$ cat src/hw/rtl/v3au_pkg.sv
package v3au_pkg;

  // word format, signed fixed point
  localparam int WORD_WIDTH = 32;
  localparam int FRAC_BITS  = 16;
  localparam int LEN_WIDTH  = 31;

  // derived widths of the square root and divider chains
  localparam int SQ_WIDTH      = 2 * WORD_WIDTH;
  localparam int SQRT_STEPS    = WORD_WIDTH;
  localparam int SREM_WIDTH    = WORD_WIDTH + 2;
  localparam int NUM_WIDTH     = WORD_WIDTH + FRAC_BITS;
  localparam int DIV_STEPS     = NUM_WIDTH;
  localparam int LEN_CMP_WIDTH = (WORD_WIDTH > LEN_WIDTH) ? WORD_WIDTH : LEN_WIDTH;

  typedef logic signed [WORD_WIDTH-1:0] word_t;
  typedef logic        [WORD_WIDTH-1:0] uword_t;

  localparam word_t WORD_MAX = {1'b0, {(WORD_WIDTH-1){1'b1}}};
  localparam word_t WORD_MIN = {1'b1, {(WORD_WIDTH-1){1'b0}}};
  localparam logic [LEN_WIDTH-1:0] LEN_MAX = '1;

  typedef enum logic [2:0] {
    OP_ADD   = 3'd0,
    OP_SUB   = 3'd1,
    OP_SCALE = 3'd2,
    OP_DIV   = 3'd3,
    OP_MAG   = 3'd4,
    OP_NORM  = 3'd5
  } op_e;

  typedef enum logic [1:0] {
    ST_OK       = 2'd0,
    ST_DIV_ZERO = 2'd1,
    ST_SAT      = 2'd2
  } status_e;

  // request and response payloads
  typedef struct packed {
    logic [2:0] opcode;
    word_t      a_x;
    word_t      a_y;
    word_t      a_z;
    word_t      b_x;
    word_t      b_y;
    word_t      b_z;
    word_t      scalar_in;
  } v3au_in_t;

  typedef struct packed {
    word_t                res_x;
    word_t                res_y;
    word_t                res_z;
    logic [LEN_WIDTH-1:0] length_out;
    status_e              status;
  } v3au_out_t;

  // data carried along the square root chain
  typedef struct packed {
    logic [2:0]  opcode;
    word_t [2:0] vec;
    word_t       scal;
    logic        sat;
  } sq_side_t;

  typedef struct packed {
    logic [SQ_WIDTH-1:0]   rad;
    logic [SREM_WIDTH-1:0] rem;
    uword_t                root;
    sq_side_t              side;
  } sq_state_t;

  // data carried along the divider chain
  typedef struct packed {
    logic [2:0]  opcode;
    word_t [2:0] vec;
    logic [2:0]  neg;
    logic        dz;
    logic        sat;
    uword_t      mag;
  } dv_side_t;

  typedef struct packed {
    uword_t                    dvsr;
    logic [2:0][NUM_WIDTH-1:0] nq;
    uword_t [2:0]              rem;
    dv_side_t                  side;
  } dv_state_t;

endpackage

$ cat src/hw/rtl/v3au_div_cell.sv
module v3au_div_cell import v3au_pkg::*; (
  input  logic      clk_i,
  input  logic      rst_ni,
  input  logic      valid_i,
  output logic      ready_o,
  input  dv_state_t state_i,
  output logic      valid_o,
  input  logic      ready_i,
  output dv_state_t state_o
);

  logic [WORD_WIDTH:0] rem_sh [3];
  logic [WORD_WIDTH:0] diff [3];
  logic [2:0]          fits;
  dv_state_t           st_d;
  logic                valid_q;
  dv_state_t           st_q;

  assign ready_o = !valid_q || ready_i;
  assign valid_o = valid_q;
  assign state_o = st_q;

  // one restoring quotient bit for each component
  always_comb begin
    st_d = state_i;
    for (int i = 0; i < 3; i++) begin
      rem_sh[i]   = {state_i.rem[i], state_i.nq[i][NUM_WIDTH-1]};
      fits[i]     = rem_sh[i] >= {1'b0, state_i.dvsr};
      diff[i]     = rem_sh[i] - {1'b0, state_i.dvsr};
      st_d.rem[i] = fits[i] ? diff[i][WORD_WIDTH-1:0] : rem_sh[i][WORD_WIDTH-1:0];
      st_d.nq[i]  = {state_i.nq[i][NUM_WIDTH-2:0], fits[i]};
    end
  end

  always_ff @(posedge clk_i or negedge rst_ni) begin
    if (!rst_ni) begin
      valid_q <= 1'b0;
    end else if (ready_o) begin
      valid_q <= valid_i;
    end
  end

  always_ff @(posedge clk_i) begin
    if (ready_o && valid_i) begin
      st_q <= st_d;
    end
  end

endmodule

$ cat config.mk
export PLATFORM = sky130hd
export DESIGN_NAME = v3au_div_cell
export DESIGN_NICKNAME = d
export VERILOG_FILES = /design/src/hw/rtl/v3au_pkg.sv /design/src/hw/rtl/v3au_div_cell.sv
export SDC_FILE = /design/constraint.sdc
export NUM_CORES = 1
export LEC_CHECK = 0
export BUFFER_PORTS_ARGS = -buffer_cell sky130_fd_sc_hd__buf_4
export CORE_AREA = 2 2 320 322
export CTS_CLUSTER_SIZE = 10
export DETAILED_ROUTE_END_ITERATION = 7
export DIE_AREA = 0 0 322 324
export GPL_TIMING_DRIVEN = 0
export HOLD_SLACK_MARGIN = 0.02
export PLACE_DENSITY = 0.4
export SYNTH_ARGS = -nofsm -noshare
export SYNTH_HDL_FRONTEND = slang
export SYNTH_SLANG_ARGS = --single-unit
$ cat constraint.sdc
create_clock -name clk_i -period 17.9 [get_ports clk_i]
set_clock_uncertainty 0.2 [all_clocks]
set_input_delay 0.895 -clock clk_i [delete_from_list [all_inputs] [get_ports clk_i]]
set_output_delay 0.895 -clock clk_i [all_outputs]
set_load 0.005 [all_outputs]
# After elaboration in Yosys (flattened, before gate mapping)
# Cells that the tools add are included.
[classes]
n_mux = 3
n_lt_le_gt_ge = 3
reduce_logical = 3
addsub = 3
[ops]
columns = ["op", "n"]
rows = [
  ["$ge 33x32->1", 3],
  ["$mux 32", 3],
  ["$sub 32x32->32", 3],
  ["$logic_and 1x1->1", 1],
  ["$logic_not 1->1", 1],
  ["$logic_or 1x1->1", 1],
]
[totals]
inputBits = 412
ff_bits = 409
output_inout_bits = 410
word_cells = 28

# Depth between registers and ports, before layout
[logic_depth]
depth_word = 3
depth_mapped = 14
depth_no_buf = 12

# Worst setup path before layout
# OpenSTA, ideal clock, no wires.
[synth_timing]
path_type = "in2reg"
startpoint = "input port ready_i"
endpoint = "register st_q (netlist bit state_o[0]), enable pin"
t_arrival_ps = 10298
setup_time_ps = 825
path_stages = 2
path_buffers = 0
slack_ps = 6576
required_time_ps = 16875
cell_sequence = "nand2b_1 > and2_1"
[synth_between]
elab_chain_len = 2
[synth_rtl]
columns = ["item", "line", "text"]
rows = [
  ["start: declaration", "v3au_div_cell.sv:8", "input logic ready_i,"],
  ["$logic_or 1x1->1", "v3au_div_cell.sv:19", "assign ready_o = !valid_q || ready_i;"],
  ["$logic_and 1x1->1", "v3au_div_cell.sv:44", "if (ready_o && valid_i) begin"],
  ["end signal: assignment", "v3au_div_cell.sv:45", "st_q <= st_d;"],
  ["end: declaration", "v3au_div_cell.sv:17", "dv_state_t st_q;"],
]
# Every way passes these cells.
# A chain may end at the register's enable or synchronous reset.

==> results.yml <==
timing:
  rsz0062_at_grt: "false"
  slew_headroom_pct: 24.37
  tightest_slew_ns: 1.120
  fmax_mhz: 223.6
  setup_viol: 0
  post-route-min-period_ns: 4.473
  finalSetupTns_ns: 0
  post-route-period-util_pct: 24.99
  hold_viol: 0
  slew_violations: 0
synth:
  postSynthCellCount: 1312
  yosys.cell_types.count: 69
  ys.flop_type: "edfxtp_1"
  synth_area_um2: 18600
  ys_seq_area_share_pct: 66.02
  synth_edf_count: 408
  avgSynthCellArea_um2: 14.17
  syn_nets: 1823
  async_reset_ff_share_pct: 0.2445
  ys_seq_elements: 409
  yosys_warnings: 0
clock_network:
  post_cts_buffers: 0
  postCtsHoldBufs: 1
  root_buffer: "clkbuf_16"
  clock_latency_ns: 0.64
  cts_buffers: 55
  cts_buffer_depth: 3
  cts.sinks: 409
  clkTransAtPathRegs_ns: 0.06
  htreeDepth: 2
  cts_resized: 0
  cts_tree: "yes"
grt:
  grt_max_degree: 74
  antenna_found_initial: 37
  grt_pass1_vias: 15673
  track_usage_pct: 18.66
  grt_pass1_wl_um: 133000
  grt-ovfl-total: 0
detailed_routing:
  wirelength_um: 102400
  ant_nets: 0
  drtIter0Drc: 740
  viasPerCell: 4.257
  wire_per_inst_um: 28.80
  drc: 0
  drtPass1Iterations: 5
  routed-via-count: 15143
critical_path:
  cp_slowest_cell: "a311oi_2"
  cp-start-kind: "input pin"
  crit_path_max_incr_delay_ns: 0.59
  rr_startpoint: "valid_o"
  cpMostUsedCell: "o21ai_0"
  cp_cell_sequence: "buf_4 -> inv_1 -> ha_1 -> a21oi_1 -> o21ai_0 -> a32oi_1 -> nand3_1 -> a311oi_2 -> o21ai_1 -> a21boi_2 -> clkbuf_1 -> o21ai_0"
  cp_max_fo: 10
  end_kind: "flip-flop"
  critPathKind: "input pin to flip-flop"
  arrival_ns: 4.62
  startpoint: "state_i[384]"
  crit_required_ns: 18.04
final_layout:
  area_delta_synth_final_pct: 52.83
  drive_gt1_share_pct: 43.16
  fin_util_pct: 28.14
  nets: 2708
power:
  clockPowerShare_pct: 40.2
  fin_total_pwr_mw: 2.832
  p_seq_share_pct: 41.1
  p_sw_mw: 0.7652
  vdd_drop_max_mv: 0.08070
  p_sw_share_pct: 27.02
  power_density_nw_per_um2: 99.64
  p_leak_nw: 11.86
  combPwrFrac_pct: 18.6
  p_int_mw: 2.067
die:
  ioPinCount: 822
  die_h_um: 324
  initial_core_util_pct: 18.41
  coreArea_um2: 101000
  rows: 117
  dieArea_um2: 104300
  die_x_um: 322
placement:
  hpwlAfterDp_um: 85590
  io_buffers: 821
  gp_congestion: 0.8749
job:
  drv_cap: 0
worst_hold_path:
  min_from: "state_i[238]"
  worstHoldPathType: "input pin to flip-flop"
status:
  status: "finished, final reports clean"
[cells in the final DEF, fill, tap and decap left out, types with 35 or more instances in the layout]
cell type,count
buf_4,825
nor2_1,46
inv_1,55
ha_1,96
xnor2_1,46
edfxtp_1,408
xor2_1,35
o21ai_0,101
a21oi_1,86
nand2_1,108
clkbuf_16,56
a21o_1,41
[cells by family after synthesis]
group                    synth area share [%]
flip-flops                              66.02
AO/OA/AOI/OAI                           11.67
AND/OR/NAND/NOR                         6.822
adder cells (fa/ha/maj)                 6.782
buffers and inverters                   2.018
XOR/XNOR                                3.815
multiplexers                            2.873
[final cells by class]
cell class              instances  area [µm²]
well taps                    1309        1638
repair buffers                828        6339
diodes                         10       25.02
plain buffers                  27       168.9
clock inverters                24       311.5
clock buffers                  74        1509
inverters                      55       206.4
multi-input cells             821        5947
fillers                     10495       72590
flip-flops and latches        409       12280
[routing by layer]
layer | track usage (%) | routed length (µm) | vias to the layer above
li1 | - | - | 6833
met1 | 19.65 | 36480 | 7513
met2 | 33.67 | 52300 | 615
met3 | 7.773 | 10210 | 140
met4 | 5.794 | 3171 | 42
met5 | 0 | 270 | -
[critical path: cells and delay by family]
kind                     cells  cell delay (ns)
adder cells (fa/ha/maj)      1             0.33
buffers and inverters        3             0.74
AND/OR/NAND/NOR              1             0.25
AO/OA/AOI/OAI                7             2.38
[worst paths after layout]
kind                           endpoint  slack, ns  cells past startpoint
hold / removal             state_o[239]       0.22                      1
max in group asynchronous       valid_o      17.04                      2
hold reg to reg                 valid_o       0.56                      2
min in group asynchronous       valid_o       0.38                      2
setup / recovery           state_o[185]      13.43                     12
setup reg to reg           state_o[192]      14.54                      6
[flip-flops by register name (all words and copies together), names as in the netlist]
name / count
state_o: 408
valid_o: 1
[through the flow]
| stage | cell area [µm²] | hold slack, ns | setup slack, ns | std cells |
|---|---|---|---|---|
| final | 28420 | 0.2198 | 13.43 | 3557 |
| after global routing | 28400 | 0.1749 | 13.25 | 3547 |
| after CTS | 28400 | 0.1571 | 13.33 | 3547 |
| after detailed placement | 26570 | 0.4719 | 12.62 | 3448 |
| after global placement | 26400 | 0.4736 | 1.470 | 3442 |
| after floorplan | 18600 | 0.3371 | 6.576 | 1312 |
[cell usage after synthesis, types with 2 or more instances]
cell / number / area (µm²)
nor3_1: 13 / 65.06
a221o_1: 5 / 50.05
buf_2: 3 / 15.01
mux2_2: 7 / 78.83
nand4_1: 18 / 112.6
a21boi_0: 3 / 22.52
o31ai_1: 8 / 60.06
inv_1: 55 / 206.5
o31a_1: 3 / 26.28
nand3_1: 12 / 60.06
edfxtp_1: 408 / 12250
a211o_1: 6 / 52.55
mux2_4: 27 / 405.4
a32oi_1: 2 / 17.52
a21o_1: 41 / 307.8
o21bai_1: 12 / 90.09
o21ai_0: 101 / 505.5
and3_1: 16 / 100.1
a31oi_1: 9 / 56.30
nor3b_1: 3 / 22.52
nor2b_1: 12 / 75.07
and2_1: 8 / 50.05
o211ai_1: 9 / 67.56
or3_1: 6 / 37.54
nand2b_1: 13 / 81.33
a311oi_1: 5 / 43.79
nand2_1: 108 / 405.4
a211oi_1: 9 / 67.56
xor2_1: 35 / 306.5
o2111ai_1: 2 / 17.52
fa_1: 3 / 60.06
nor2_1: 46 / 172.7
xnor2_1: 46 / 402.9
clkbuf_1: 17 / 63.81
buf_12: 3 / 60.06
nor4_1: 6 / 37.54
a21oi_1: 86 / 430.4
o21a_1: 10 / 75.07
ha_1: 96 / 1201
buf_4: 4 / 30.03
mux2i_1: 5 / 50.05
a31o_2: 4 / 35.03
[power by group through the flow]
stage          combinational, mW  sequential [mW]  clock [mW]
2_1_floorplan              0.225             1.21           0
3_3_place_gp               0.530             1.22           0
3_5_place_dp               0.537             1.18           0
4_1_cts                    0.541             1.17        1.19
5_1_grt                    0.571             1.17        1.22
6_report                   0.528             1.16        1.14
No activity file was read; power rests on OpenSTA's default activity.
