--- config.mk ---
export PLATFORM = sky130hd
export DESIGN_NAME = v3au_back
export DESIGN_NICKNAME = d
export VERILOG_FILES = /design/src/hw/rtl/v3au_pkg.sv /design/src/hw/rtl/v3au_back.sv
export SDC_FILE = /design/constraint.sdc
export NUM_CORES = 1
export LEC_CHECK = 0
export BUFFER_PORTS_ARGS = -buffer_cell sky130_fd_sc_hd__buf_2
export CORE_AREA = 5 5 207 209
export DETAILED_ROUTE_END_ITERATION = 7
export DIE_AREA = 0 0 212 214
export GPL_ROUTABILITY_DRIVEN = 0
export PLACE_DENSITY_LB_ADDON = 0.2
export SLEW_MARGIN = 15
export SYNTH_ARGS = -nofsm -noshare
export SYNTH_HDL_FRONTEND = slang
export SYNTH_SLANG_ARGS = --single-unit
--- constraint.sdc ---
create_clock -name clk_i -period 4.4 [get_ports clk_i]
set_input_delay 0.44 -clock clk_i [delete_from_list [all_inputs] [get_ports clk_i]]
set_output_delay 0.44 -clock clk_i [all_outputs]
set_load 0.03 [all_outputs]
--- src/hw/rtl/v3au_pkg.sv ---
package v3au_pkg;

  // word format, signed fixed point
  localparam int WORD_WIDTH = 32;
  localparam int FRAC_BITS  = 16;
  localparam int LEN_WIDTH  = 31;

  // derived widths of the square root and divider chains
  localparam int SQ_WIDTH      = 2 * WORD_WIDTH;
  localparam int SQRT_STEPS    = WORD_WIDTH;
  localparam int SREM_WIDTH    = WORD_WIDTH + 2;
  localparam int NUM_WIDTH     = WORD_WIDTH + FRAC_BITS;
  localparam int DIV_STEPS     = NUM_WIDTH;
  localparam int LEN_CMP_WIDTH = (WORD_WIDTH > LEN_WIDTH) ? WORD_WIDTH : LEN_WIDTH;

  typedef logic signed [WORD_WIDTH-1:0] word_t;
  typedef logic        [WORD_WIDTH-1:0] uword_t;

  localparam word_t WORD_MAX = {1'b0, {(WORD_WIDTH-1){1'b1}}};
  localparam word_t WORD_MIN = {1'b1, {(WORD_WIDTH-1){1'b0}}};
  localparam logic [LEN_WIDTH-1:0] LEN_MAX = '1;

  typedef enum logic [2:0] {
    OP_ADD   = 3'd0,
    OP_SUB   = 3'd1,
    OP_SCALE = 3'd2,
    OP_DIV   = 3'd3,
    OP_MAG   = 3'd4,
    OP_NORM  = 3'd5
  } op_e;

  typedef enum logic [1:0] {
    ST_OK       = 2'd0,
    ST_DIV_ZERO = 2'd1,
    ST_SAT      = 2'd2
  } status_e;

  // request and response payloads
  typedef struct packed {
    logic [2:0] opcode;
    word_t      a_x;
    word_t      a_y;
    word_t      a_z;
    word_t      b_x;
    word_t      b_y;
    word_t      b_z;
    word_t      scalar_in;
  } v3au_in_t;

  typedef struct packed {
    word_t                res_x;
    word_t                res_y;
    word_t                res_z;
    logic [LEN_WIDTH-1:0] length_out;
    status_e              status;
  } v3au_out_t;

  // data carried along the square root chain
  typedef struct packed {
    logic [2:0]  opcode;
    word_t [2:0] vec;
    word_t       scal;
    logic        sat;
  } sq_side_t;

  typedef struct packed {
    logic [SQ_WIDTH-1:0]   rad;
    logic [SREM_WIDTH-1:0] rem;
    uword_t                root;
    sq_side_t              side;
  } sq_state_t;

  // data carried along the divider chain
  typedef struct packed {
    logic [2:0]  opcode;
    word_t [2:0] vec;
    logic [2:0]  neg;
    logic        dz;
    logic        sat;
    uword_t      mag;
  } dv_side_t;

  typedef struct packed {
    uword_t                    dvsr;
    logic [2:0][NUM_WIDTH-1:0] nq;
    uword_t [2:0]              rem;
    dv_side_t                  side;
  } dv_state_t;

endpackage

--- src/hw/rtl/v3au_back.sv ---
module v3au_back import v3au_pkg::*; (
  input  logic      clk_i,
  input  logic      rst_ni,
  input  logic      valid_i,
  output logic      ready_o,
  input  dv_state_t state_i,
  output logic      valid_o,
  input  logic      ready_i,
  output v3au_out_t data_o
);

  localparam logic [NUM_WIDTH-1:0] Q_POS_LIM = NUM_WIDTH'(uword_t'(WORD_MAX));
  localparam logic [NUM_WIDTH-1:0] Q_NEG_LIM = Q_POS_LIM + NUM_WIDTH'(1);

  logic [2:0]               q_sat;
  word_t                    q_res [3];
  word_t                    dz_res [3];
  word_t                    res [3];
  logic                     sat;
  logic [LEN_CMP_WIDTH-1:0] mag_ext;
  logic                     len_sat;
  v3au_out_t                out_d;
  logic                     valid_q;
  v3au_out_t                out_q;

  assign ready_o = !valid_q || ready_i;
  assign valid_o = valid_q;
  assign data_o  = out_q;

  // quotient saturation and sign
  always_comb begin
    for (int i = 0; i < 3; i++) begin
      if (state_i.side.neg[i]) begin
        q_sat[i] = state_i.nq[i] > Q_NEG_LIM;
        q_res[i] = q_sat[i] ? WORD_MIN : -word_t'(state_i.nq[i][WORD_WIDTH-1:0]);
      end else begin
        q_sat[i] = state_i.nq[i] > Q_POS_LIM;
        q_res[i] = q_sat[i] ? WORD_MAX : word_t'(state_i.nq[i][WORD_WIDTH-1:0]);
      end
      // zero divisor: push each component toward its own sign
      if (state_i.side.vec[i] == '0) begin
        dz_res[i] = '0;
      end else begin
        dz_res[i] = state_i.side.vec[i][WORD_WIDTH-1] ? WORD_MIN : WORD_MAX;
      end
    end
  end

  // result select, length and status
  always_comb begin
    mag_ext = LEN_CMP_WIDTH'(state_i.side.mag);
    len_sat = mag_ext > LEN_CMP_WIDTH'(LEN_MAX);
    for (int i = 0; i < 3; i++) begin
      res[i] = '0;
    end
    sat = 1'b0;
    case (op_e'(state_i.side.opcode))
      OP_ADD, OP_SUB, OP_SCALE: begin
        for (int i = 0; i < 3; i++) begin
          res[i] = state_i.side.vec[i];
        end
        sat = state_i.side.sat;
      end
      OP_DIV: begin
        for (int i = 0; i < 3; i++) begin
          res[i] = state_i.side.dz ? dz_res[i] : q_res[i];
        end
        sat = |q_sat;
      end
      OP_NORM: begin
        for (int i = 0; i < 3; i++) begin
          res[i] = state_i.side.dz ? word_t'('0) : q_res[i];
        end
        sat = |q_sat;
      end
      OP_MAG: begin
        sat = len_sat;
      end
      default: begin
        sat = 1'b0;
      end
    endcase
    out_d.res_x      = res[0];
    out_d.res_y      = res[1];
    out_d.res_z      = res[2];
    out_d.length_out = len_sat ? LEN_MAX : mag_ext[LEN_WIDTH-1:0];
    if (state_i.side.dz) begin
      out_d.status = ST_DIV_ZERO;
    end else if (sat) begin
      out_d.status = ST_SAT;
    end else begin
      out_d.status = ST_OK;
    end
  end

  always_ff @(posedge clk_i or negedge rst_ni) begin
    if (!rst_ni) begin
      valid_q <= 1'b0;
    end else if (ready_o) begin
      valid_q <= valid_i;
    end
  end

  always_ff @(posedge clk_i) begin
    if (ready_o && valid_i) begin
      out_q <= out_d;
    end
  end

endmodule

### After elaboration in Yosys (flattened, before gate mapping)

Index checks and enable logic that the tools add are counted.

* output and inout port bits: 131
* register bits after elaboration: 130
* logic and storage cells: 58
* bits of input ports: 412

* $lt $le $gt $ge: 7
* $add $sub $neg: 3
* mux-type cells: 27
* reduce and logical (&&, ||, !) cells: 10
* equality and inequality tests: 5

Operator list (count)
* $mux W32: 21
* $pmux W96 S3: 1
* $gt A48 B31 Y1 const B: 3
* $gt A48 B32 Y1 const B: 3
* $logic_not A32 Y1: 3
* $neg A32 Y32: 3
* $gt A32 B31 Y1 const B: 1
* $eq A3 B2 Y1 const B: 2
* $eq A3 B3 Y1 const B: 2
* $reduce_or A3 Y1: 2
* $eq A3 B1 Y1 const B: 1
* $logic_not A3 Y1: 1
* $mux W1: 3
* $pmux W1 S3: 1
* $mux W2: 1
* $reduce_or A2 Y1: 1
* $logic_and A1 B1 Y1: 1
* $logic_not A1 Y1: 1
* $logic_or A1 B1 Y1: 1

### Longest topological paths before layout

* depth in word-level cells: 5
* depth in mapped cells: 10
* gate-level depth less buffers: 8

### Least setup slack after synthesis

Ideal clock, no wire load.

* path kind: register to register
* start: register valid_q, in the netlist valid_o
* end: register out_q, in the netlist data_o[0] (enable)
* library setup time: 0.503 ns
* path slack: 0.057 ns
* stages on the path, launching flop included: 3
* data required time: 3.897 ns
* period minus slack after synthesis: 4.343 ns
* arrival time: 3.840 ns
* path buffers: 0
* cells stage by stage: dfrtp_1 -> nand2b_1 -> and2_1

* longest elaborated chain between the ends: 3

Ends and longest elaborated chain
* start, declared: RTL line v3au_back.sv:23 `logic valid_q;`
* start signal, assigned: RTL line v3au_back.sv:100 `valid_q <= valid_i;`
* $logic_not A1 Y1: RTL line v3au_back.sv:26 `assign ready_o = !valid_q || ready_i;`
* $logic_or A1 B1 Y1: RTL line v3au_back.sv:26
* named net ready_o: RTL line v3au_back.sv:5 `output logic ready_o,`
* $logic_and A1 B1 Y1: RTL line v3au_back.sv:105 `if (ready_o && valid_i) begin`
* end signal, assigned: RTL line v3au_back.sv:106 `out_q <= out_d;`
* end, declared: RTL line v3au_back.sv:24 `v3au_out_t out_q;`

The timed path passes the listed nets, and every way through them passes these cells.
A chain may end at the register's enable or synchronous reset.

==> flow_summary_export.csv <==
group,metric,value,unit
status,status,"complete, no violations",
critical_path,r2r_slack,2340,ps
critical_path,rr_endpoint,"data_o[45]",
critical_path,crit_chain,"buf_2 -> or4_4 -> or4_1 -> or3_4 -> o211ai_4 -> nand2_2 -> o311ai_1",
sta,fin_skew,14.51,ps
cts,cts.sinks,130,
cts,htree_levels,4,
critical_path,cp.depth,7,
die,start_util,21.45,%
yosys,ys_ff_latch,130,
yosys,synth_top_area_share,44.43,%
die,core_area,40650,µm²
drt,via_per_inst,5.120,
yosys,avgSynthCellArea,8.934,µm²
place,numPortBuffers,414,
yosys,ys.flop_type,"edfxtp_1",
yosys,synthesis.nets,1391,
cts,cts_setup_buffers,0,
flow_run,maxCapViolCount,0,
sta,rsz0062_at_grt,"false",
grt,grt.total_usage,16.61,%
grt,grt_antenna_before_repair,10,
grt,grt_pass1_vias,9527,
critical_path,critPathMaxFanout,20,
yosys,synth_area_leaders,"edfxtp_1 (44%), a21oi_1 (5.9%), o21ai_0 (4.8%)",
critical_path,crit_end,"data_o[127]",
cells_and_area,nets,1778,
cts,clk_path_buf_depth,2,
grt,grt_max_degree,79,
sta,fin_crit,3174,ps
cts,cts_tree,"built",
critical_path,rr_startpoint,"valid_o",
yosys,netlist.top_cell.by_area,"edfxtp_1",
cts,cts-resized-gates,0,
drt,dr.pass1.iters,5,
critical_path,crit_path_top_delay_cell,"or4_1",
critical_path,max_stage_delay,690,ps
yosys,syn_inst,976,
critical_path,start_kind,"input pin",
power,power.leakage,4.586,nW
critical_path,startpoint,"state_i[252]",
sta,slew_headroom,25.95,%
grt,grt_overflow,0,
critical_path,crit_required,4640,ps
drt,remaining_drc_errors,0,
cells_and_area,area_delta_synth_final,37.52,%
sta,tns,0,ps
sta,finalSetupViolCount,0,
grt,grt_pass1_wl,58410,µm
cells_and_area,fin_util,29.50,%
cts,cts_buffers,17,
cts,clk_pin_slew,70,ps
critical_path,path_buf_inv,1,
drt,ant_nets,0,
sta,fmax,315.0,MHz
critical_path,cp-end-kind,"flop",
power,worst_ir_drop_vdd,0.0002194,V
yosys,synth_cell_types,71,
cts,insertion_delay,440,ps
sta,post-route-period-util,72.14,%
yosys,yosysWarningCount,0,
die,pin_count,543,
drt,first_iter_violations,726,
drt,via_count,9805,
yosys,synthArstFlopShare,0.7692,%
hold_path,hold_path.class,"in2reg",
die,dieArea,45370,µm²
critical_path,path_class,"in2reg",
die,rows,74,
critical_path,rr_worst_depth,3,
sta,slew_violations,0,
power,power_density,314.0,nW/µm²
yosys,syn-cell-area,8720,µm²
sta,final-hold-violation-count,0,
cells_and_area,layout-drive-gt1-share,37.79,%
drt,routedWlPerCell,20.84,µm
cts,cts_root_buf,"clkbuf_16",
critical_path,cp_top_family,"simple AND/OR/NAND/NOR gates",
yosys,seq_area_frac_synth,44.71,%
die,fp.dieH,214,µm
critical_path,arrival,3410,ps
die,die_x,212,µm
place,dpl.hpwl,31270,µm
yosys,synth_edf_count,129,
sta,worstMarginPinSlew,1111,ps
drt,wirelength,39900,µm
==> layer usage <==
layer / wire (µm) / vias up / track usage (%)
met5: 44 / - / 0
met4: 816 / 8 / 5.218
met3: 3278 / 44 / 4.433
met2: 18700 / 426 / 26.74
met1: 17060 / 4676 / 21.74
li1: - / 4651 / -
==> layout by cell type, fill, tap and decap left out, types with 7 or more instances in the layout <==
master,synthesis,final
edfxtp_1,129,129
o22ai_1,18,18
nand3_1,23,23
xnor2_1,10,10
buf_4,0,16
a31oi_1,24,24
a221o_1,15,15
or4_1,14,14
nor4_1,61,61
nand2_1,96,96
o21ai_0,83,83
clkbuf_16,0,17
nor3_1,40,39
inv_6,0,7
inv_1,15,15
a21oi_1,103,102
o211ai_1,24,24
o31ai_1,11,11
buf_2,2,414
nand4_1,13,13
or3_1,14,14
or2_2,39,39
diode_2,0,7
nor2_1,61,60
==> repair_timing <==
item	CTS	global route
endpoints found under the setup margin	0	0
hold buffers	1	0
hold endpoints to repair	1	0
==> layout make-up <==
| cell class | count | area, µm² |
|---|---|---|
| antenna | 7 | 17.52 |
| clock inverter | 15 | 162.7 |
| tap | 532 | 665.6 |
| timing repair buffer | 432 | 2222 |
| fill | 4448 | 28660 |
| multi-input combinational | 767 | 4543 |
| sequential | 130 | 3899 |
| clock buffer | 17 | 425.4 |
| inverter | 15 | 56.30 |
==> cells in the mapped netlist, types with 4 or more instances <==
library cell  instances
edfxtp_1            129
a21oi_1             103
nand2_1              96
o21ai_0              83
nor2_1               61
nor4_1               61
clkbuf_1             56
nor3_1               40
or2_2                39
a31oi_1              24
o211ai_1             24
nand3_1              23
o22ai_1              18
a221o_1              15
inv_1                15
or3_1                14
or4_1                14
nand4_1              13
o31ai_1              11
xnor2_1              10
a22o_1                6
nand2b_1              6
o311ai_1              6
xor2_1                6
a22oi_1               5
a32o_1                5
and3_1                5
buf_1                 5
o21a_1                5
a311oi_1              4
and2_1                4
nand3b_1              4
nor2b_1               4
o41ai_1               4
==> sequential cells by signal, summed over array words and instances (netlist names) <==
| signal | cells |
|---|---|
| data_o | 129 |
| valid_o | 1 |
==> metrics by stage <==
step	std cells	total power (W)	setup slack [ps]	area, µm²	hold slack, ps
after floorplan	976	0.001955	56.71	8720	144.4
after global placement	1875	0.002327	776.4	11380	215.2
after detailed placement	1875	0.002330	803.1	11380	218.6
after CTS	1908	0.003832	1267	11970	197.5
after global routing	1913	0.003941	1054	11990	208.3
final	1915	0.003765	1226	11990	226.2
==> worst reg2reg max path, delay by kind of cell, from the launching register on <==
kind | cells | cell delay, ps
buf+inv | 1 | 440
simple gates | 2 | 770
flops | 1 | 380
==> where the power goes <==
part	internal (W)	total, W	switching (W)
registers	0.00147	0.00149	0.0000195
clock network	0.000808	0.00147	0.000658
logic	0.000268	0.000808	0.000540
==> how the worst min path moves through the flow <==
stage,end,cells after the start,startpoint,slack (ps)
after floorplan,valid_o,0,rst_ni,140
after global placement,valid_o,1,rst_ni,220
after detailed placement,valid_o,1,rst_ni,220
after CTS,valid_o,2,valid_i,200
after global routing,valid_o,2,valid_i,210
final,valid_o,2,valid_i,230
==> kinds of logic after synthesis <==
group / Yosys count / synth area share [%]
AO/OA/AOI/OAI: 346 / 25.30
XOR/XNOR: 16 / 1.607
flip-flops: 130 / 44.71
buffers and inverters: 79 / 3.516
adder cells (fa/ha/maj): 3 / 0.4305
AND/OR/NAND/NOR: 402 / 24.44
(Power assumes the default switching activity.)
