===== config.mk =====
export PLATFORM = sky130hd
export DESIGN_NAME = v3au_sqrt_cell
export DESIGN_NICKNAME = d
export VERILOG_FILES = /design/src/hw/rtl/v3au_pkg.sv /design/src/hw/rtl/v3au_sqrt_cell.sv
export SDC_FILE = /design/constraint.sdc
export NUM_CORES = 1
export LEC_CHECK = 0
export BUFFER_PORTS_ARGS = -buffer_cell sky130_fd_sc_hd__buf_4
export CAP_MARGIN = 20
export CELL_PAD_IN_SITES_DETAIL_PLACEMENT = 1
export CELL_PAD_IN_SITES_GLOBAL_PLACEMENT = 1
export CORE_AREA = 2 2 208 210
export CTS_CLUSTER_DIAMETER = 100
export DETAILED_ROUTE_END_ITERATION = 10
export DIE_AREA = 0 0 210 212
export PLACE_DENSITY_LB_ADDON = 0.1
export SLEW_MARGIN = 10
export SYNTH_ARGS = -nofsm -noshare
export SYNTH_HDL_FRONTEND = slang
export SYNTH_SLANG_ARGS = --single-unit

===== constraint.sdc =====
create_clock -name clk_i -period 8.39 [get_ports clk_i]
set_input_delay 0.839 -clock clk_i [delete_from_list [all_inputs] [get_ports clk_i]]
set_output_delay 0.839 -clock clk_i [all_outputs]
set_load 0.02 [all_outputs]

===== src/hw/rtl/v3au_pkg.sv =====
package v3au_pkg;

  // word format, signed fixed point
  localparam int WORD_WIDTH = 32;
  localparam int FRAC_BITS  = 16;
  localparam int LEN_WIDTH  = 31;

  // derived widths of the square root and divider chains
  localparam int SQ_WIDTH      = 2 * WORD_WIDTH;
  localparam int SQRT_STEPS    = WORD_WIDTH;
  localparam int SREM_WIDTH    = WORD_WIDTH + 2;
  localparam int NUM_WIDTH     = WORD_WIDTH + FRAC_BITS;
  localparam int DIV_STEPS     = NUM_WIDTH;
  localparam int LEN_CMP_WIDTH = (WORD_WIDTH > LEN_WIDTH) ? WORD_WIDTH : LEN_WIDTH;

  typedef logic signed [WORD_WIDTH-1:0] word_t;
  typedef logic        [WORD_WIDTH-1:0] uword_t;

  localparam word_t WORD_MAX = {1'b0, {(WORD_WIDTH-1){1'b1}}};
  localparam word_t WORD_MIN = {1'b1, {(WORD_WIDTH-1){1'b0}}};
  localparam logic [LEN_WIDTH-1:0] LEN_MAX = '1;

  typedef enum logic [2:0] {
    OP_ADD   = 3'd0,
    OP_SUB   = 3'd1,
    OP_SCALE = 3'd2,
    OP_DIV   = 3'd3,
    OP_MAG   = 3'd4,
    OP_NORM  = 3'd5
  } op_e;

  typedef enum logic [1:0] {
    ST_OK       = 2'd0,
    ST_DIV_ZERO = 2'd1,
    ST_SAT      = 2'd2
  } status_e;

  // request and response payloads
  typedef struct packed {
    logic [2:0] opcode;
    word_t      a_x;
    word_t      a_y;
    word_t      a_z;
    word_t      b_x;
    word_t      b_y;
    word_t      b_z;
    word_t      scalar_in;
  } v3au_in_t;

  typedef struct packed {
    word_t                res_x;
    word_t                res_y;
    word_t                res_z;
    logic [LEN_WIDTH-1:0] length_out;
    status_e              status;
  } v3au_out_t;

  // data carried along the square root chain
  typedef struct packed {
    logic [2:0]  opcode;
    word_t [2:0] vec;
    word_t       scal;
    logic        sat;
  } sq_side_t;

  typedef struct packed {
    logic [SQ_WIDTH-1:0]   rad;
    logic [SREM_WIDTH-1:0] rem;
    uword_t                root;
    sq_side_t              side;
  } sq_state_t;

  // data carried along the divider chain
  typedef struct packed {
    logic [2:0]  opcode;
    word_t [2:0] vec;
    logic [2:0]  neg;
    logic        dz;
    logic        sat;
    uword_t      mag;
  } dv_side_t;

  typedef struct packed {
    uword_t                    dvsr;
    logic [2:0][NUM_WIDTH-1:0] nq;
    uword_t [2:0]              rem;
    dv_side_t                  side;
  } dv_state_t;

endpackage


===== src/hw/rtl/v3au_sqrt_cell.sv =====
module v3au_sqrt_cell import v3au_pkg::*; (
  input  logic      clk_i,
  input  logic      rst_ni,
  input  logic      valid_i,
  output logic      ready_o,
  input  sq_state_t state_i,
  output logic      valid_o,
  input  logic      ready_i,
  output sq_state_t state_o
);

  logic [SREM_WIDTH-1:0] rem_sh;
  logic [SREM_WIDTH-1:0] trial;
  logic [SREM_WIDTH-1:0] diff;
  logic                  fits;
  sq_state_t             st_d;
  logic                  valid_q;
  sq_state_t             st_q;

  assign ready_o = !valid_q || ready_i;
  assign valid_o = valid_q;
  assign state_o = st_q;

  // one root digit: bring down two radicand bits and try the new digit
  always_comb begin
    rem_sh    = {state_i.rem[SREM_WIDTH-3:0], state_i.rad[SQ_WIDTH-1 -: 2]};
    trial     = {state_i.root, 2'b01};
    fits      = rem_sh >= trial;
    diff      = rem_sh - trial;
    st_d      = state_i;
    st_d.rad  = {state_i.rad[SQ_WIDTH-3:0], 2'b00};
    st_d.rem  = fits ? diff : rem_sh;
    st_d.root = {state_i.root[WORD_WIDTH-2:0], fits};
  end

  always_ff @(posedge clk_i or negedge rst_ni) begin
    if (!rst_ni) begin
      valid_q <= 1'b0;
    end else if (ready_o) begin
      valid_q <= valid_i;
    end
  end

  always_ff @(posedge clk_i) begin
    if (ready_o && valid_i) begin
      st_q <= st_d;
    end
  end

endmodule


== Word level (Yosys, flattened, before mapping) ==
Index checks and enable logic that the tools add are counted.
Storage, ports and cells
  flip-flop bits (word level): 261
  bits of input ports: 266
  output and inout bits: 264
  logic and storage cells: 16
Cells by class
  add/subtract/negate cells: 1
  order comparisons: 1
  muxes and demuxes: 1
  reduce and logical (&&, ||, !) cells: 3
Operators with widths (count)
  $ge A34 B34 Y1: 1
  $mux W34: 1
  $sub A34 B34 Y34: 1
  $logic_and A1 B1 Y1: 1
  $logic_not A1 Y1: 1
  $logic_or A1 B1 Y1: 1

== Depth between registers and ports, before layout ==
Gate-level depths: netlist of the first run.
  depth in word-level cells: 3
  mapped depth: 13
  gate-level depth less buffers: 10

== Worst setup path after synthesis of the first run ==
OpenSTA, ideal clock, no wires.
  kind: input-to-reg
  from: input port ready_i
  to: register st_q (netlist bit state_o[0]), enable pin
  data arrival time: 7.040 ns
  data required time: 7.737 ns
  slack: 0.697 ns
  stages on the path: 2
  path buffers: 0
  path through: nand2b_1 > and2_1
Between the ends
  cells in the longest elaborated chain, start to end: 2
RTL lines
  start, declared: line v3au_sqrt_cell.sv:8  | input logic ready_i,
  $logic_or A1 B1 Y1: line v3au_sqrt_cell.sv:20  | assign ready_o = !valid_q || ready_i;
  $logic_and A1 B1 Y1: line v3au_sqrt_cell.sv:45  | if (ready_o && valid_i) begin
  end signal, assigned: line v3au_sqrt_cell.sv:46  | st_q <= st_d;
  end, declared: line v3au_sqrt_cell.sv:18  | sq_state_t st_q;
Every way passes these cells.
A chain may end at the register's enable or synchronous reset.

==> results of run 1 <==
[state kept, by name (all words and copies together) (netlist names)]
name	flops
state_o	260
valid_o	1
[power breakdown]
group | switching [mW] | total, mW | internal, mW
Clock | 0.544 | 1.34 | 0.797
Sequential | 0.0219 | 1.56 | 1.54
Combinational | 0.331 | 0.579 | 0.248
[per-layer routing]
layer	share of wire (%)	wire (microns)
met2	51	20500
met4	2.4	948
met3	10	3980
met1	36	14400
met5	0.32	126
[cell usage in the layout (no fill, tap or decap), drive strengths merged, types with 14 or more instances in the layout]
cell    instances
buf           528
edfxtp        260
nand2          53
inv            50
o21ai          48
clkbuf         39
a21oi          37
ha             34
nor2           21
xnor2          14
[cell type report]
cell class,instances,area [sq um]
antenna,5,12.5
clock buffer,39,806
clock inverter,18,190
fill,4507,26600
inverter,49,184
multi-input combinational,326,2210
sequential,261,7830
tap,546,683
timing repair buffer,529,3990
[worst register-to-register path: stages, from the launching register on]
cell	delay, ps
dfrtp_1	390
nand2b_1	120
and2_4	610
buf_4	850
[stage by stage]
step / hold slack, ps / area, sq um / utilization (%)
2_1_floorplan: 543 / 10300 / -
3_3_place_gp: 563 / 14900 / 35.0
3_5_place_dp: 551 / 14900 / 35.0
4_1_cts: 399 / 15900 / 37.4
5_1_grt: 402 / 15900 / 37.4
6_report: 437 / 15900 / 37.4
[what timing repair did]
item | 4_1_cts | 5_1_grt
hold buffers | 1 | 0
endpoints found under the hold margin | 1 | 0
setup buffers | 0 | 0
[how the worst min path moves through the flow]
stage	start	to	slack [ps]	depth (start not counted)
6_report	state_i[209]	state_o[211]$_DFFE_PP_	440	1
5_1_grt	state_i[225]	state_o[227]$_DFFE_PP_	400	1
4_1_cts	state_i[115]	state_o[115]$_DFFE_PP_	400	1
3_5_place_dp	valid_o$_DFFE_PN0N_	valid_o$_DFFE_PN0N_	550	2
3_3_place_gp	valid_o$_DFFE_PN0N_	valid_o$_DFFE_PN0N_	560	2
2_1_floorplan	rst_ni	valid_o$_DFFE_PN0N_	540	0
[logic make-up (layout without fill, tap and decap cells)]
logic type / count (synthesis) / count (layout) / synth area share [%]
fa+ha+maj: 34 / 34 / 4.13
flops: 261 / 261 / 76.0
compound gates: 144 / 144 / 9.20
simple gates: 119 / 119 / 5.59
xor+xnor: 27 / 27 / 2.29
other cells: 1 / 7 / 0.0364
buf+inv: 64 / 635 / 2.74
==> summary.md, run 1 <==
| Metric | Value |
|---|---|
| Result of the run | `completed` |
| Reg-to-reg startpoint | `valid_o$_DFFE_PN0N_` |
| Mean cell area of the mapped netlist | `between 15 and 20 sq um` |
| RSZ-0062 raised after global routing | `no` |
| First-iteration detailed-routing DRC count | `325` |
| Die W | `210 microns` |
| Count of vias placed by the detailed router | `7,645` |
| Count of pins on the block boundary | `between 500 and 600` |
| Setup TNS | `0 ps` |
| Vertical die dimension | `212 microns` |
| Crit path setup slack, layout | `approximately 4900 ps` |
| Antenna violations before repair | `16` |
| Detailed Routing Iterations Pass 1 | `4` |
| Residual DRC | `0` |
| Library cell occupying the most area in the post-synthesis netlist | `edfxtp_1` |
| Relative slew margins | `40.7%` |
| DRT antenna net count | `0` |
| Period utilization | `between 40 and 50%` |
| Busiest layer in global routing | `met2` |
| Initial Util | `between 20 and 25%` |
| Cell count after placement | `~1,700` |
| Maximum level of the CTS H-tree | `1` |
| Cell type group with the largest total delay on the critical path | `compound AO/OA/AOI/OAI gates` |
| Met2 usage | `approximately 30%` |
| CTS resizes | `0` |
| Share of synthesized flip-flops with an asynchronous set or reset | `0.383%` |
| Power consumption | `roughly 3.5 mW` |
| Cell depth of the worst flop-to-flop path | `3` |
| Slew @ Worst Pin | `about 890 ps` |
| Via density | `approximately 4.3` |
| Root buffer selected by CTS | `clkbuf_16` |
| Number of stages on the worst setup path | `11` |
| Number of synthesis warnings | `0` |
| Worst Skew | `around 12 ps` |
| Sequential area share after synthesis | `between 70 and 80%` |
| Number of library cell types mapped by synthesis | `slightly above 60` |
| Fraction of post-synthesis cell area in the top cell type by area | `~76%` |
| Cell count after synthesis | `650` |
| Setup Slack @ Placement | `about 4200 ps` |
| Largest net degree at the start of global routing | `approximately 150` |
| Inserted Clock Buffers | `31` |
| RD Place Congestion | `0.808` |
| Series of cell instances along the critical path | `buf_4, inv_1, ha_1, a211o_1, a21oi_2, o211ai_1, a221oi_2, nor2_1, a21boi_4, buf_4, o21ai_0` |
| Endpoints failing setup | `0` |
| Leakage component of the power | `between 6 and 7 nW` |
| Classification of the worst setup path | `in2reg` |
| Main flop type after synthesis | `edfxtp_1` |
| Synthesized cell area | `approximately 10,000 sq um` |
| Nets | `approximately 1,500` |
| Worst supply voltage drop on vdd | `around 0.00015 V` |
| Worst reg2reg path endpoint | `state_o[60]$_DFFE_PP_` |
| Area of the die | `~45,000 sq um` |
| Non-filler cells, final | `around 1,800` |
| Port bufs | `~530` |
| Fraction of layout instances using a drive strength above 1 | `between 40% and 50%` |
| Max FO, Critical Path | `57` |
| Most instantiated library cell after synthesis | `edfxtp_1` |
| Start point of the critical path | `state_i[141]` |
| Worst Path Required | `a little under 9000 ps` |
| Num rows | `76` |
| Total Wirelength | `roughly 40 mm` |
| Top cells by count, synth | `edfxtp_1, nand2_1, inv_1` |
| Number of hold violations in the final report | `0` |
| Max incr delay on CP | `540 ps` |
| Most area-consuming cells after synthesis | `edfxtp_1, ha_1, nand2_1, inv_1, a21oi_1` |
| GR met1 Demand/Resource | `between 10% and 20%` |
| Worst min-delay path category | `in2reg` |
| Setup crit end kind | `flop` |
| Overall track demand over capacity in global routing | `about 17%` |
| Worst reg2reg setup slack | `roughly 6000 ps` |
| Number of global-route vias before repair | `between 7,000 and 8,000` |
| Met3 track demand over resource | `between 7 and 8%` |
| Signed area change from the synthesized netlist to the final layout | `54.3%` |
| Post-detailed-placement half-perimeter wirelength | `between 30 and 40 mm` |
| Pwr dens | `~220 nW/um^2` |
| Number of synthesized flops with an enable pin | `260` |
| CP Launch Type | `input pin` |
| Number of synthesized register bits | `roughly 260` |
| End point of the critical path | `state_o[167]$_DFFE_PP_` |
| Critical path's most frequent cell | `buf_4` |
| Clock edge transition at the registers on the reported setup and hold paths | `60 ps` |
| Final global-route overflow total | `0` |
| Worst-skew pair later-pin latency | `around 580 ps` |
| Max-cap check violation count | `0` |
| Clk sink count | `~260` |
| Fmax achieved | `just under 0.3 GHz` |
| TritonCTS clock tree | `done` |
| Critical path buffers and inverters | `3` |
| Count of pins over their slew limit | `0` |
| Time the worst path needs with I/O delays and setup | `roughly 3500 ps` |
| Wire length of the first global-routing pass | `roughly 55 mm` |
| Placeable core region | `42,500 sq um` |
| Signal arrival time at the worst endpoint | `3750 ps` |
| Slowest library cell on the worst path | `buf_4` |
| CTS Buffer Depth | `3` |
| Post-DR wirelength/cell | `between 20 and 25 microns` |
Power figures use the tool's default switching activity.
==> inputs of run 2 (changes only) <==
ABC_AREA = 1   (was default)
clock period = 3.3 ns   (was 8.39 ns; I/O delays follow)
==> summary.md, run 2 <==
| Metric | Value |
|---|---|
| Result of the run | `completed (unchanged)` |
| Library cell occupying the most area in the post-synthesis netlist | `edfxtp_1 (unchanged)` |
| Period utilization | `just over 80%` |
| Multiplexer area fraction after synthesis | `0% (unchanged)` |
| Cell count after placement | `1,961 (was 1,710)` |
| Number of global-route vias before repair | `10,200 (was 7,810)` |
| Maximum level of the CTS H-tree | `2 (was 1)` |
| Synthesized cell area | `10,900 sq um (was 10,300 sq um)` |
| Cell depth of the worst flop-to-flop path | `2 (was 3)` |
| Endpoints failing setup | `0 (unchanged)` |
| Critical path's most frequent cell | `nand2_1 (was buf_4)` |
| Multi-input logic area | `2510 sq um (was 2210 sq um)` |
| Non-filler cells, final | `2,255 (was 1,773)` |
| Setup TNS | `0 ps (unchanged)` |
| Post-Synth Simple-Gate Area | `15.2% (was 5.59%)` |
| Reg-to-reg startpoint | `valid_o$_DFFE_PN0N_ (unchanged)` |
| Slowest library cell on the worst path | `dlygate4sd3_1 (was buf_4)` |
| CP Launch Type | `input pin (unchanged)` |
| Count of vias placed by the detailed router | `9,608 (was 7,645)` |
| Relative slew margins | `51.0% (was 40.7%)` |
| Fmax achieved | `around 0.37 GHz` |
| Worst reg2reg path endpoint | `state_o[190]$_DFFE_PP_ (was state_o[60]$_DFFE_PP_)` |
| Most instantiated library cell after synthesis | `nand2_1 (was edfxtp_1)` |
| Most frequent cells in the layout | `buf_4, nand2_1, edfxtp_1, dlygate4sd3_1, inv_1 (was buf_4, edfxtp_1, nand2_1, inv_1, a21oi_1)` |
| DRT antenna net count | `0 (unchanged)` |
| Number of library cell types mapped by synthesis | `32 (was 61)` |
| Vertical die dimension | `212 microns (unchanged)` |
| Count of pins over their slew limit | `0 (unchanged)` |
| Slew @ Worst Pin | `735 ps (was 890 ps)` |
| Count of fill cells added during filler insertion | `4,653 (was 4,507)` |
| Number of synthesis warnings | `0 (unchanged)` |
| Dominant combinational cell family by area after synthesis | `simple AND/OR/NAND/NOR gates (was compound AO/OA/AOI/OAI gates)` |
| Area of the die | `44,500 sq um (unchanged)` |
| Worst hold-check slack | `35.1 ps (was 437 ps)` |
| Fraction of layout instances using a drive strength above 1 | `34.9% (was 48.0%)` |
| Adder and majority gate portion of the synthesized area | `3.91% (was 4.13%)` |
| Initial Util | `25.6% (was 24.2%)` |
| Root buffer selected by CTS | `clkbuf_16 (unchanged)` |
| Count of pins on the block boundary | `530 (unchanged)` |
| First-iteration detailed-routing DRC count | `440 (was 325)` |
| Overall track demand over capacity in global routing | `20.9% (was 17.0%)` |
| Max-cap check violation count | `0 (unchanged)` |
| Fraction of post-synthesis cell area in the top cell type by area | `71.8% (was 75.8%)` |
| Classification of the worst setup path | `in2reg (unchanged)` |
| Xor/xnor share of the synthesized area | `1.37% (was 2.29%)` |
| Max incr delay on CP | `590 ps (was 540 ps)` |
| Footprint of the flip-flops and latches | `7830 sq um (about the same)` |
| Clk sink count | `261 (unchanged)` |
| Detailed Routing Iterations Pass 1 | `4 (unchanged)` |
| RD Place Congestion | `0.848 (was 0.808)` |
| Residual DRC | `0 (unchanged)` |
| Main flop type after synthesis | `edfxtp_1 (unchanged)` |
| Number of flip-flops under the largest register name | `260 (unchanged)` |
| Largest net degree at the start of global routing | `126 (was 149)` |
| Antenna violations before repair | `16 (unchanged)` |
| Number of hold violations in the final report | `0 (unchanged)` |
| Worst Skew | `18.2 ps (was 11.5 ps)` |
| Via density | `4.26 (was 4.31)` |
| Worst min-delay path category | `in2reg (unchanged)` |
| Series of cell instances along the critical path | `dlygate4sd3_1, buf_4, inv_1, ha_1, nand2_1, nor2_2, nand2_1, nor2_1, nand2_1, nand3_2, nand2_2, nand2_8, inv_4, nand2_1, nand2_1 (was buf_4, inv_1, ha_1, a211o_1, a21oi_2, o211ai_1, a221oi_2, nor2_1, a21boi_4, buf_4, o21ai_0)` |
| Worst hold path stage count | `3 (was 1)` |
| Setup Buffers After CTS | `0 (unchanged)` |
| Met2 usage | `36.1% (was 29.8%)` |
| RSZ-0062 raised after global routing | `no (unchanged)` |
| Top cells by count, synth | `nand2_1, edfxtp_1, inv_1 (was edfxtp_1, nand2_1, inv_1)` |
| Final global-route overflow total | `0 (unchanged)` |
| Worst supply voltage drop on vdd | `0.000273 V (was 0.000152 V)` |
| Clock edge transition at the registers on the reported setup and hold paths | `60 ps (about the same)` |
| Setup crit end kind | `flop (unchanged)` |
| Leakage component of the power | `8.50 nW (was 6.71 nW)` |
| Origin of the worst min-delay path | `valid_i (was state_i[209])` |
| Most common cell after layout, fill and taps aside | `buf_4 (unchanged)` |
| Sequential area share after synthesis | `72.1% (was 76.0%)` |
| Worst Path Required | `3580 ps (was 8670 ps)` |
| Cell count after synthesis | `892 (was 650)` |
| Signed area change from the synthesized netlist to the final layout | `73.3% (was 54.3%)` |
| Port bufs | `525 (unchanged)` |
| Post-DR wirelength/cell | `21.1 microns (was 22.5 microns)` |
| Number of synthesized register bits | `261 (unchanged)` |
| TritonCTS clock tree | `done (unchanged)` |
| Mean cell area of the mapped netlist | `12.2 sq um (was 15.9 sq um)` |
| Post-detailed-placement half-perimeter wirelength | `36.2 mm (was 32.0 mm)` |
| Num rows | `76 (unchanged)` |
| Inserted Clock Buffers | `34 (was 31)` |
| Time the worst path needs with I/O delays and setup | `2730 ps` |
| Busiest layer in global routing | `met2 (unchanged)` |
| Nets | `1,977 (was 1,498)` |
| Fraction of the mapped netlist area in compound gates | `2.50% (was 9.20%)` |
| GR met1 Demand/Resource | `24.4% (was 18.6%)` |
| Number of synthesized flops with an enable pin | `260 (unchanged)` |
| CTS Buffer Depth | `3 (unchanged)` |
| Wire length of the first global-routing pass | `67.9 mm (was 55.2 mm)` |
| Share of synthesized flip-flops with an asynchronous set or reset | `0.383% (unchanged)` |
| Die W | `210 microns (unchanged)` |
| Most area-consuming cells after synthesis | `edfxtp_1, nand2_1, inv_1, ha_1, nor2_1 (was edfxtp_1, ha_1, nand2_1, inv_1, a21oi_1)` |
| Capture endpoint of the worst hold path | `valid_o$_DFFE_PN0N_ (was state_o[211]$_DFFE_PP_)` |
| Total Wirelength | `47.6 mm (was 39.9 mm)` |
| Max FO, Critical Path | `37 (was 57)` |
| Pwr dens | `494 nW/um^2 (was 219 nW/um^2)` |
| Placeable core region | `42,500 sq um (unchanged)` |
| Signal arrival time at the worst endpoint | `3010 ps (was 3750 ps)` |
| Met3 track demand over resource | `6.31% (was 7.53%)` |
| Worst reg2reg setup slack | `1510 ps (was 6000 ps)` |
| Worst-skew pair later-pin latency | `540 ps (was 580 ps)` |
-- run 2: where the power goes --
group	total [mW]	internal [mW]	switching, mW
Sequential	3.97	3.91	0.0606
Combinational	1.80	0.797	0.999
Clock	3.53	2.06	1.47
-- run 2: what timing repair did --
| item | 4_1_cts | 5_1_grt |
|---|---|---|
| hold buffers | 226 | 0 |
| gates resized for setup | 0 | 0 |
| hold endpoints to repair | 226 | 0 |
-- run 2: cell type report --
cell class                 instances  share of cell area, %
timing repair buffer             756                   33.3
clock buffer                      41                   4.66
clock inverter                    19                  0.877
antenna                            8                  0.106
tap                              546                   3.63
sequential                       261                   41.6
inverter                         124                   2.52
multi-input combinational        500                   13.3
-- run 2: cell families (layout without fill, tap and decap cells) --
| family | Yosys count | after routing |
|---|---|---|
| AO/OA/AOI/OAI | 50 | 50 |
| XOR/XNOR | 17 | 17 |
| adder cells (fa/ha/maj) | 34 | 34 |
| buffers and inverters | 132 | 940 |
| flip-flops | 261 | 261 |
| other | 1 | 10 |
| AND/OR/NAND/NOR | 397 | 397 |
-- run 2: critical path: cells and delay by family --
kind	cells	cell delay, ps
buffers and inverters	4	1010
adder cells (fa/ha/maj)	1	390
AND/OR/NAND/NOR	10	1250
-- run 2: worst max path at each step --
stage / from / slack, ps / endpoint / depth (start not counted)
floorplan: ready_i / -1890 / state_o[0]$_DFFE_PP_ / 2
finish: state_i[150] / 570 / state_o[196]$_DFFE_PP_ / 15
CTS: state_i[150] / 530 / state_o[183]$_DFFE_PP_ / 15
global placement: state_i[139] / 610 / state_o[189]$_DFFE_PP_ / 14
global route: state_i[149] / 300 / state_o[190]$_DFFE_PP_ / 15
detailed placement: state_i[149] / 560 / state_o[193]$_DFFE_PP_ / 14
-- run 2: metrics by stage --
step                area, sq um  setup WS (ps)  util (%)  total power [mW]
floorplan                 10900          -1890         -              4.83
global placement          15500            606      36.5              5.59
detailed placement        15500            562      36.5              5.61
CTS                       18800            525      44.3              9.45
global route              18800            296      44.3              9.71
finish                    18800            572      44.3              9.30
-- run 2: per-layer routing --
metal | share of wire (%) | routed length (microns)
met1 | 39 | 18800
met2 | 50 | 23700
met3 | 6.8 | 3260
met4 | 3.6 | 1740
met5 | 0.20 | 96
